File: src/hw/rtl/mhq_pkg.sv
// Package for the max-heap priority queue: widths, command codes and the
// control/status structs passed between the controller and the datapath.
// No dependencies.
`timescale 1ns / 1ps

package mhq_pkg;

    localparam int unsigned DATA_W           = 32;
    localparam int unsigned COUNT_W          = 8;
    localparam int unsigned DEFAULT_CAPACITY = 128;

    localparam logic CMD_INSERT = 1'b0;
    localparam logic CMD_REMOVE = 1'b1;

    // Controller to datapath
    typedef struct packed {
        logic accept;       // transaction taken on the command channel
        logic reject;       // command refused (full on insert, empty on remove)
        logic ins_start;    // latch new value, open slot at the end
        logic rem_start;    // shrink count, read the last entry
        logic dn_load;      // take the last entry as the value to sift down
        logic up_read;      // read the parent of the current slot
        logic dn_read;      // read both children of the current slot
        logic move_up;      // copy parent down into the current slot
        logic move_down;    // copy larger child up into the current slot
        logic place;        // write the sifted value into the current slot
        logic load_result;  // capture the result fields
    } ctl_cmd_t;

    // Datapath to controller
    typedef struct packed {
        logic full;
        logic empty;
        logic pos_zero;     // current slot is the root
        logic left_out;     // current slot has no children
        logic up_gt;        // sifted value beats its parent
        logic dn_gt;        // larger child beats the sifted value
    } dp_status_t;

endpackage

File: src/hw/rtl/mhq_controller.sv
// Controller of the max-heap priority queue: sequences sift-up and sift-down
// and owns both handshakes. Depends on mhq_pkg.
`timescale 1ns / 1ps

module mhq_controller (
    input  logic                clk,
    input  logic                rst_n,
    input  logic                cmd_valid,
    input  logic                cmd_command,
    output logic                cmd_ready,
    output logic                res_valid,
    input  logic                res_ready,
    input  mhq_pkg::dp_status_t status,
    output mhq_pkg::ctl_cmd_t   ctl
);
    import mhq_pkg::*;

    localparam logic [2:0] S_IDLE    = 3'd0;
    localparam logic [2:0] S_UP_CHK  = 3'd1;
    localparam logic [2:0] S_UP_CMP  = 3'd2;
    localparam logic [2:0] S_DN_LOAD = 3'd3;
    localparam logic [2:0] S_DN_CHK  = 3'd4;
    localparam logic [2:0] S_DN_CMP  = 3'd5;
    localparam logic [2:0] S_DONE    = 3'd6;

    logic [2:0] state_reg, state_next;
    logic       res_valid_reg, res_valid_next;

    assign cmd_ready = (state_reg == S_IDLE);
    assign res_valid = res_valid_reg;

    always_comb
    begin
        state_next     = state_reg;
        ctl            = '0;
        res_valid_next = res_valid_reg && !res_ready;
        unique case (state_reg)
            S_IDLE:
            begin
                if (cmd_valid)
                begin
                    ctl.accept = 1'b1;
                    if (cmd_command == CMD_INSERT)
                    begin
                        if (status.full)
                        begin
                            ctl.reject = 1'b1;
                            state_next = S_DONE;
                        end
                        else
                        begin
                            ctl.ins_start = 1'b1;
                            state_next    = S_UP_CHK;
                        end
                    end
                    else
                    begin
                        if (status.empty)
                        begin
                            ctl.reject = 1'b1;
                            state_next = S_DONE;
                        end
                        else
                        begin
                            ctl.rem_start = 1'b1;
                            state_next    = S_DN_LOAD;
                        end
                    end
                end
            end
            S_UP_CHK:
            begin
                if (status.pos_zero)
                begin
                    ctl.place  = 1'b1;
                    state_next = S_DONE;
                end
                else
                begin
                    ctl.up_read = 1'b1;
                    state_next  = S_UP_CMP;
                end
            end
            S_UP_CMP:
            begin
                if (status.up_gt)
                begin
                    ctl.move_up = 1'b1;
                    state_next  = S_UP_CHK;
                end
                else
                begin
                    ctl.place  = 1'b1;
                    state_next = S_DONE;
                end
            end
            S_DN_LOAD:
            begin
                ctl.dn_load = 1'b1;
                state_next  = S_DN_CHK;
            end
            S_DN_CHK:
            begin
                if (status.left_out)
                begin
                    ctl.place  = 1'b1;
                    state_next = S_DONE;
                end
                else
                begin
                    ctl.dn_read = 1'b1;
                    state_next  = S_DN_CMP;
                end
            end
            S_DN_CMP:
            begin
                if (status.dn_gt)
                begin
                    ctl.move_down = 1'b1;
                    state_next    = S_DN_CHK;
                end
                else
                begin
                    ctl.place  = 1'b1;
                    state_next = S_DONE;
                end
            end
            S_DONE:
            begin
                if (!res_valid_reg || res_ready)
                begin
                    ctl.load_result = 1'b1;
                    res_valid_next  = 1'b1;
                    state_next      = S_IDLE;
                end
            end
            default:
            begin
                state_next = S_IDLE;
            end
        endcase
    end

    always_ff @(posedge clk or negedge rst_n)
    begin
        if (!rst_n)
        begin
            state_reg     <= S_IDLE;
            res_valid_reg <= 1'b0;
        end
        else
        begin
            state_reg     <= state_next;
            res_valid_reg <= res_valid_next;
        end
    end

endmodule

File: config.mk
export PLATFORM = sky130hd
export DESIGN_NAME = mhq_controller
export DESIGN_NICKNAME = d
export VERILOG_FILES = /design/src/hw/rtl/mhq_pkg.sv /design/src/hw/rtl/mhq_controller.sv
export SDC_FILE = /design/constraint.sdc
export NUM_CORES = 1
export LEC_CHECK = 0
export ABC_AREA = 0
export BUFFER_PORTS_ARGS = -buffer_cell sky130_fd_sc_hd__buf_2
export CAP_MARGIN = 25
export CORE_AREA = 2 2 39 41
export CTS_BUF_LIST = sky130_fd_sc_hd__clkbuf_2 sky130_fd_sc_hd__clkbuf_4 sky130_fd_sc_hd__clkbuf_8
export DETAILED_ROUTE_END_ITERATION = 6
export DIE_AREA = 0 0 41 43
export GPL_ROUTABILITY_DRIVEN = 1
export PLACE_DENSITY_LB_ADDON = 0.3
export SYNTH_ARGS = -nofsm -noshare
export SYNTH_HDL_FRONTEND = slang
export SYNTH_SLANG_ARGS = --single-unit
File: constraint.sdc
create_clock -name clk -period 1.43 [get_ports clk]
set_input_delay 0.286 -clock clk [delete_from_list [all_inputs] [get_ports clk]]
set_output_delay 0.286 -clock clk [all_outputs]
set_load 0.05 [all_outputs]
=== After elaboration in Yosys (flattened, before gate mapping) ===
Index checks and enable logic that the tools add are counted.

* Reduce and logical (&&, ||, !) cells: 6
* Order comparisons: 0
* Multiplexer cells: 37
* $mul: 0
* Shifts and indexed selects: 0
* Eq/ne operators: 8
* $add $sub $neg: 0
* Div/mod/pow operators: 0
* Bitwise gates (word level): 0

{| class="wikitable"
|+ Operators with widths
! kind !! number
|-
| 1-bit 2-to-1 mux || 24
|-
| 3-bit 2-to-1 mux || 7
|-
| 3-bit case mux with 7 select lines || 1
|-
| 3-bit equality test (second input constant) || 3
|-
| 4-bit 2-to-1 mux || 2
|-
| 3-bit by 2-bit equality test with 1-bit output (second input constant) || 2
|-
| 2-bit 2-to-1 mux || 2
|-
| 2-bit inequality test (second input constant) || 2
|-
| 1-bit case mux with 4 select lines || 1
|-
| 3-bit by 1-bit equality test with 1-bit output (second input constant) || 1
|-
| 3-bit logical NOT || 1
|-
| 1-bit logical NOT || 2
|-
| 2-bit AND reduction || 1
|-
| 1-bit logical AND || 1
|-
| 1-bit logical OR || 1
|}

* ROM bits: 0
* Input bits: 11
* Register bits after elaboration: 4
* Memories kept: 0
* Logic and storage cells: 53
* Output and inout port bits: 13
* Memory bits (writable): 0
* Bits in latches: 0

=== Logic depth before layout (Yosys ltp) ===
Gate-level depths: netlist of the first run.

* Word-level depth: 4
* Mapped depth: 5
* Depth with buffers taken out: 4

=== Least setup slack after synthesis of the first run ===
Ideal clock, no wire load.

* Path type: reg2out
* Start point: reg state_reg[0]
* End point: out ctl[7] in the netlist's numbering
* Setup slack: -1.302 ns
* Stages on the path, launching flop included: 5
* Data arrival time: 2.446 ns
* Data required time: 1.144 ns
* Path buffers: 1
* Cells stage by stage: dfrtp_1 > clkbuf_8 > nor3_4 > nand2_1 > nor3b_1

{| class="wikitable"
|+ RTL lines
! what !! line !! text
|-
| from (decl) || mhq_controller.sv:26 || <nowiki>logic [2:0] state_reg, state_next;</nowiki>
|-
| from (signal assigned) || mhq_controller.sv:153 || <nowiki>state_reg <= state_next;</nowiki>
|-
| to (decl) || mhq_controller.sv:14 || <nowiki>output mhq_pkg::ctl_cmd_t ctl</nowiki>
|}

==> results of run 1 <==
[stage by stage]
stage / utilization [%] / cells
4_1_cts: 63.7 / 101
3_3_place_gp: 48.3 / 91
2_1_floorplan: - / 45
3_5_place_dp: 48.3 / 91
5_1_grt: 64.2 / 102
6_report: 64.2 / 102
[worst register-to-register path: stages (launching register included)]
cell and delay, ns:
dfrtp_1 0.38, buf_6 0.15, buf_4 0.13, nand3b_1 0.19, buf_4 0.16, or3_4 0.36, o31ai_4 0.07, a2bb2oi_2 0.14
[power groups by stage]
stage | clock, mW | sequential, mW | combinational (mW)
detailed placement | 0 | 0.215 | 1.18
CTS | 0.150 | 0.222 | 1.53
global route | 0.154 | 0.230 | 1.63
floorplan | 0 | 0.257 | 0.856
global placement | 0 | 0.213 | 1.16
finish | 0.147 | 0.225 | 1.54
[cell usage after synthesis (2+ instances only)]
library cell and number:
nand3b_1 2, o21ai_0 2, nor3_1 2, mux2i_1 2, nor2b_1 2, dfrtp_1 4, nand2_1 3, nor3b_1 2
inv_1 5, nor2_1 3, clkbuf_8 2
[layout make-up]
| cell class | count | area (sq um) | share of cell area, % |
|---|---|---|---|
| inverter | 5 | 22.5 | 2.54 |
| tap | 16 | 20.0 | 2.25 |
| clock buffer | 3 | 22.5 | 2.54 |
| sequential | 4 | 101 | 11.4 |
| timing repair buffer | 41 | 363 | 40.8 |
| multi-input combinational | 33 | 359 | 40.4 |
[how the worst min path moves through the flow]
stage                   start             endpoint  slack [ns]  cells after the start
CTS                 res_ready  res_valid$_DFF_PN0_        0.29                      2
finish              res_ready  res_valid$_DFF_PN0_        0.31                      2
floorplan               rst_n  res_valid$_DFF_PN0_       -0.01                      0
global route        res_ready  res_valid$_DFF_PN0_        0.31                      2
global placement        rst_n  res_valid$_DFF_PN0_        0.09                      1
detailed placement      rst_n  res_valid$_DFF_PN0_        0.09                      1
[cells in the final DEF, fill, tap and decap left out, drive strengths merged, types with 2 or more instances in the layout]
| master | count |
|---|---|
| buf | 40 |
| clkbuf | 3 |
| dfrtp | 4 |
| inv | 4 |
| mux2i | 2 |
| nand2 | 3 |
| nand3b | 2 |
| nor2 | 3 |
| nor2b | 2 |
| nor3 | 3 |
| nor3b | 2 |
| o21ai | 3 |
[what timing repair did]
item | CTS | global route
pin swaps | 6 | 6
setup endpoints to repair | 13 | 15
buffers inserted | 6 | 2
resized for setup | 34 | 0
hold buffers | 1 | 0
hold endpoints to repair | 4 | 0
[per-layer routing]
metal | part of all wire (%) | global-route usage [%] | vias to the layer above
met3 | 2.4 | 3.14 | 2
met2 | 56 | 31.9 | 13
met5 | 0 | 0 | -
li1 | - | - | 245
met1 | 40 | 21.6 | 231
met4 | 1.5 | 10.0 | 0
[cell families after synthesis]
family,after synthesis
mux,2
buf+inv,8
simple gates,21
compound gates,10
flops,4
==> impl_metrics.tcl, run 1 <==
set metrics [dict create \
    status "finished, violations left" \
    violations "setup timing" \
    synth-edff-count 0 \
    ir_drop_mv 0.880 \
    hpwl_um 949 \
    via_per_inst 4.81 \
    path_cells "or4b_1 > o21ai_2 > a21o_4 > buf_8" \
    clk_path_buf_depth 2 \
    synth_xor_area_share_pct 0 \
    setup-tns-final_ns -3.21 \
    routedWlPerCell_um 13.3 \
    synth_top_family_by_area "simple AND/OR/NAND/NOR gates" \
    stdcell_area_sq_um 888 \
    synthMuxAreaShare_pct 4.65 \
    synth_compound_area_share_pct 19.8 \
    critical_path.top_delay_family "simple AND/OR/NAND/NOR gates" \
    switchingPower_uw 919 \
    combinationalPowerShare_pct 80.6 \
    worst-path-stages 4 \
    postLayoutSetupSlackWorst_ns -0.372 \
    p_sw_share_pct 48.0 \
    postSynthAreaPerCell_sq_um 9.56 \
    period_minus_slack_ns 1.80 \
    setup_viol_count_final 13 \
    first_iter_violations 3 \
    cp.buffers_inverters 1 \
    wl_um 1360 \
    cp_data_arrival_time_ns 1.52 \
    p_seq_share_pct 11.7 \
    grt_pass1_vias 536 \
    syn_inst 45 \
    leakagePower_nw 0.423 \
    antenna_found_initial 0 \
    crit_path_start "state_reg[0]$_DFFE_PN0P_" \
    synth_top_area_share_pct 23.3 \
    fin_skew_ns 0.00427 \
    yosysSeqAreaShare_pct 23.3 \
    antennaDiodeCount 0 \
    cts_sinks 4 \
    yosysWarnings 0 \
    slowest_stage "or4b_1" \
    layout.nets 99 \
    syn-num-nets 56 \
    rows 14 \
    initial_core_util_pct 31.1 \
    rsz0062_at_grt "yes" \
    synthAdderAreaFrac_pct 0 \
    synthDistinctLibCells 27 \
    maxCapViolCount 0 \
    num_io_pins 24 \
    hold_viol 0 \
    clkPwrFrac_pct 7.7 \
    cts_buffers 3 \
    largest_register_ffs 3 \
    final.period_utilization_pct 126 \
    gp_congestion 0.711 \
    dr_total_vias 491 \
    r2r_cells 7 \
    slew_headroom_pct 74.5 \
    dieArea_sq_um 1760 \
    p_int_uw 994 \
    end_kind "primary output" \
    portBuffers 23 \
    grt_max_degree 9 \
    cts_tree "yes" \
    drive_gt1_share_pct 73.3 \
    path_max_fanout 2 \
    cts.htree.levels 1 \
    synth-seq-cells 4 \
    crit_end "ctl[1]" \
    cp-start-kind "flop" \
    synth_area_leaders "dfrtp_1, clkbuf_8, nor4bb_4, mux2i_1, inv_1" \
    place_ws_ns -0.206 \
    root_buffer "clkbuf_4" \
    ant_nets 0 \
    synth_simple_gate_area_share_pct 39.8 \
    hp-class "input pin to flop" \
    yosys.area.top_type "dfrtp_1" \
    die_y_um 43 \
    postPlaceCellArea_sq_um 668 \
    timing.rr.start "state_reg[0]$_DFFE_PN0P_" \
    r2r-end "state_reg[1]$_DFFE_PN0P_" \
    hold-worst-slack_ns 0.313 \
    cp_slowest_stage_delay_ns 0.54 \
    power_mw 1.91 \
    insertion_delay_ns 0.24 \
    fill_cells 116 \
    required_ns 1.14 \
    core_area_sq_um 1380 \
    ys.flop_type "dfrtp_1" \
    clk_pin_slew_ns 0.04 \
    grt_usage_pct 19.1 \
    overflow 0 \
    synth-async-reset-ratio_pct 100 \
    rrSetupSlack_ns -0.24 \
    worstSetupPathType "flop to primary output" \
    syn_area_sq_um 430 \
    drc 0 \
    slew_viol_final 0 \
    fmax_mhz 555 \
    first_pass_iters 4 \
    tightest_slew_ns 0.379 \
    syn2layout_area_growth_pct 106 \
    die_w_um 41 \
    p_per_area_nw_per_um2 2150 \
    grt_pass1_wl_um 2210 \
]
No activity file was read; power rests on OpenSTA's default activity.
==> inputs of run 2 (changes only) <==
==> constraint.sdc (replaced) <==
create_clock -name clk -period 1.43 [get_ports clk]
set_input_delay 0.0715 -clock clk [delete_from_list [all_inputs] [get_ports clk]]
set_output_delay 0.0715 -clock clk [all_outputs]
set_load 0.05 [all_outputs]
==> run 2 against run 1 <==
Effect of this change: the run still ends with setup timing left; sequential power hardly changed; hold slack worse by 0.25 ns; maximum frequency is 14% higher; largest power group unchanged; worst setup slack better by 0.22 ns; sequential share of layout area is 1.4 points higher; highest routed layer unchanged.
==> impl_metrics.tcl, run 2 (synthesis results as in run 1) <==
set metrics [dict create \
    place_ws_ns 0.0237 \
    root_buffer "clkbuf_4" \
    core_area_sq_um 1380 \
    status "finished, violations left" \
    cts.htree.levels 1 \
    cts_buffers 3 \
    num_io_pins 24 \
    drc 0 \
    rsz0062_at_grt "yes" \
    combinationalPowerShare_pct 78.4 \
    slew_headroom_pct 76.8 \
    hold_viol 0 \
    power_mw 1.68 \
    setup_viol_count_final 4 \
    path_max_fanout 3 \
    crit_path_start "state_reg[0]$_DFFE_PN0P_" \
    p_seq_share_pct 13.3 \
    required_ns 1.36 \
    insertion_delay_ns 0.23 \
    cts_tree "yes" \
    layout_commonest_cell "buf_2" \
    multi_input_area_sq_um 340 \
    wl_um 1150 \
    grt_usage_pct 17.3 \
    first_pass_iters 2 \
    tightest_slew_ns 0.338 \
    fin_skew_ns 0.00137 \
    violations "setup timing" \
    die_w_um 41 \
    syn2layout_area_growth_pct 83.1 \
    timing.rr.start "state_reg[0]$_DFFE_PN0P_" \
    first_iter_violations 4 \
    rows 14 \
    portBuffers 23 \
    clk_path_buf_depth 2 \
    die_y_um 43 \
    maxCapViolCount 0 \
    fill_cells 131 \
    fmax_mhz 633 \
    ant_nets 0 \
    via_per_inst 4.73 \
    routedWlPerCell_um 12.0 \
    gp_congestion 0.738 \
    r2r-end "state_reg[1]$_DFFE_PN0P_" \
    hpwl_um 876 \
    clk_pin_slew_ns 0.04 \
    end_kind "primary output" \
    hp-class "input pin to flop" \
    antenna_found_initial 0 \
    cp_data_arrival_time_ns 1.51 \
    grt_max_degree 9 \
    slew_viol_final 0 \
    postLayoutSetupSlackWorst_ns -0.150 \
    final.period_utilization_pct 111 \
    drive_gt1_share_pct 68.8 \
    period_minus_slack_ns 1.58 \
    p_sw_share_pct 49.8 \
    largest_register_ffs 3 \
    cts_sinks 4 \
    mostFrequentLayoutCells "buf_2, buf_6, buf_4, inv_1" \
    overflow 0 \
    r2r_cells 5 \
    seqCellArea_sq_um 101 \
    p_per_area_nw_per_um2 2130 \
    rrSetupSlack_ns 0.08 \
    grt_pass1_vias 453 \
    clkPwrFrac_pct 8.3 \
    p_int_uw 844 \
    leakagePower_nw 0.394 \
    dieArea_sq_um 1760 \
    ir_drop_mv 0.726 \
    crit_end "ctl[1]" \
    worstSetupPathType "flop to primary output" \
    switchingPower_uw 838 \
    initial_core_util_pct 31.1 \
    layout.nets 93 \
    dr_total_vias 454 \
    antennaDiodeCount 0 \
    cp-start-kind "flop" \
    grt_pass1_wl_um 1900 \
]
-- run 2: changes by cell type in the layout (fill, tap and decap cells not counted), moves of 2 or more --
| cell | previous run | this run |
|---|---|---|
| buf_4 | 12 | 8 |
| buf_2 | 11 | 13 |
| buf_6 | 14 | 12 |
| nor2_2 | 2 | 0 |
-- run 2: what timing repair did --
action / in CTS / in global routing
pin swaps: 2 / 2
hold buffers: 1 / 0
gates resized for setup: 21 / 7
endpoints found under the hold margin: 4 / 0
setup buffers: 0 / 2
endpoints found under the setup margin: 10 / 11
-- run 2: worst min path at each step --
stage                               end  cells after the start  startpoint
finish              res_valid$_DFF_PN0_                      2   res_ready
global route        res_valid$_DFF_PN0_                      2   res_ready
CTS                 res_valid$_DFF_PN0_                      2   res_ready
detailed placement  res_valid$_DFF_PN0_                      1       rst_n
global placement    res_valid$_DFF_PN0_                      1       rst_n
floorplan           res_valid$_DFF_PN0_                      0       rst_n
-- run 2: critical path, cell delays in order (launching register included) --
cell     delay, ns
dfrtp_1       0.39
or4b_1        0.53
o21ai_2       0.09
a21o_1        0.11
buf_6         0.15
-- run 2: area by class of cell --
| cell class | count | share of cell area [%] |
|---|---|---|
| repair buffers | 35 | 36.2 |
| inverters | 5 | 2.38 |
| well taps | 16 | 2.54 |
| flip-flops and latches | 4 | 12.9 |
| multi-input cells | 33 | 43.2 |
| clock buffers | 3 | 2.86 |
-- run 2: per-stage QoR --
stage / TNS [ns] / area (sq um) / util, % / hold slack, ns / cells
floorplan: -1.44 / 487 / - / -0.224 / 45
global placement: 0 / 651 / 47.0 / -0.122 / 90
detailed placement: 0 / 651 / 47.0 / -0.121 / 90
CTS: -0.401 / 748 / 54.1 / 0.0704 / 94
global route: -0.803 / 788 / 57.0 / 0.120 / 96
finish: -0.393 / 788 / 57.0 / 0.0675 / 96
-- run 2: power by group through the flow --
stage	logic, mW	clock network [mW]	registers, mW
2_1_floorplan	0.839	0	0.257
6_report	1.32	0.139	0.224
5_1_grt	1.40	0.145	0.231
4_1_cts	1.25	0.146	0.220
3_5_place_dp	1.14	0	0.215
3_3_place_gp	1.13	0	0.214
-- run 2: layer usage --
metal,share of wire [%],track usage [%],routed length (um),up-vias
met2,52,23.1,600,14
met5,0,0,0,-
met3,3.7,3.14,43,4
met1,40,22.1,463,203
li1,-,-,-,233
met4,3.6,16.0,41,0
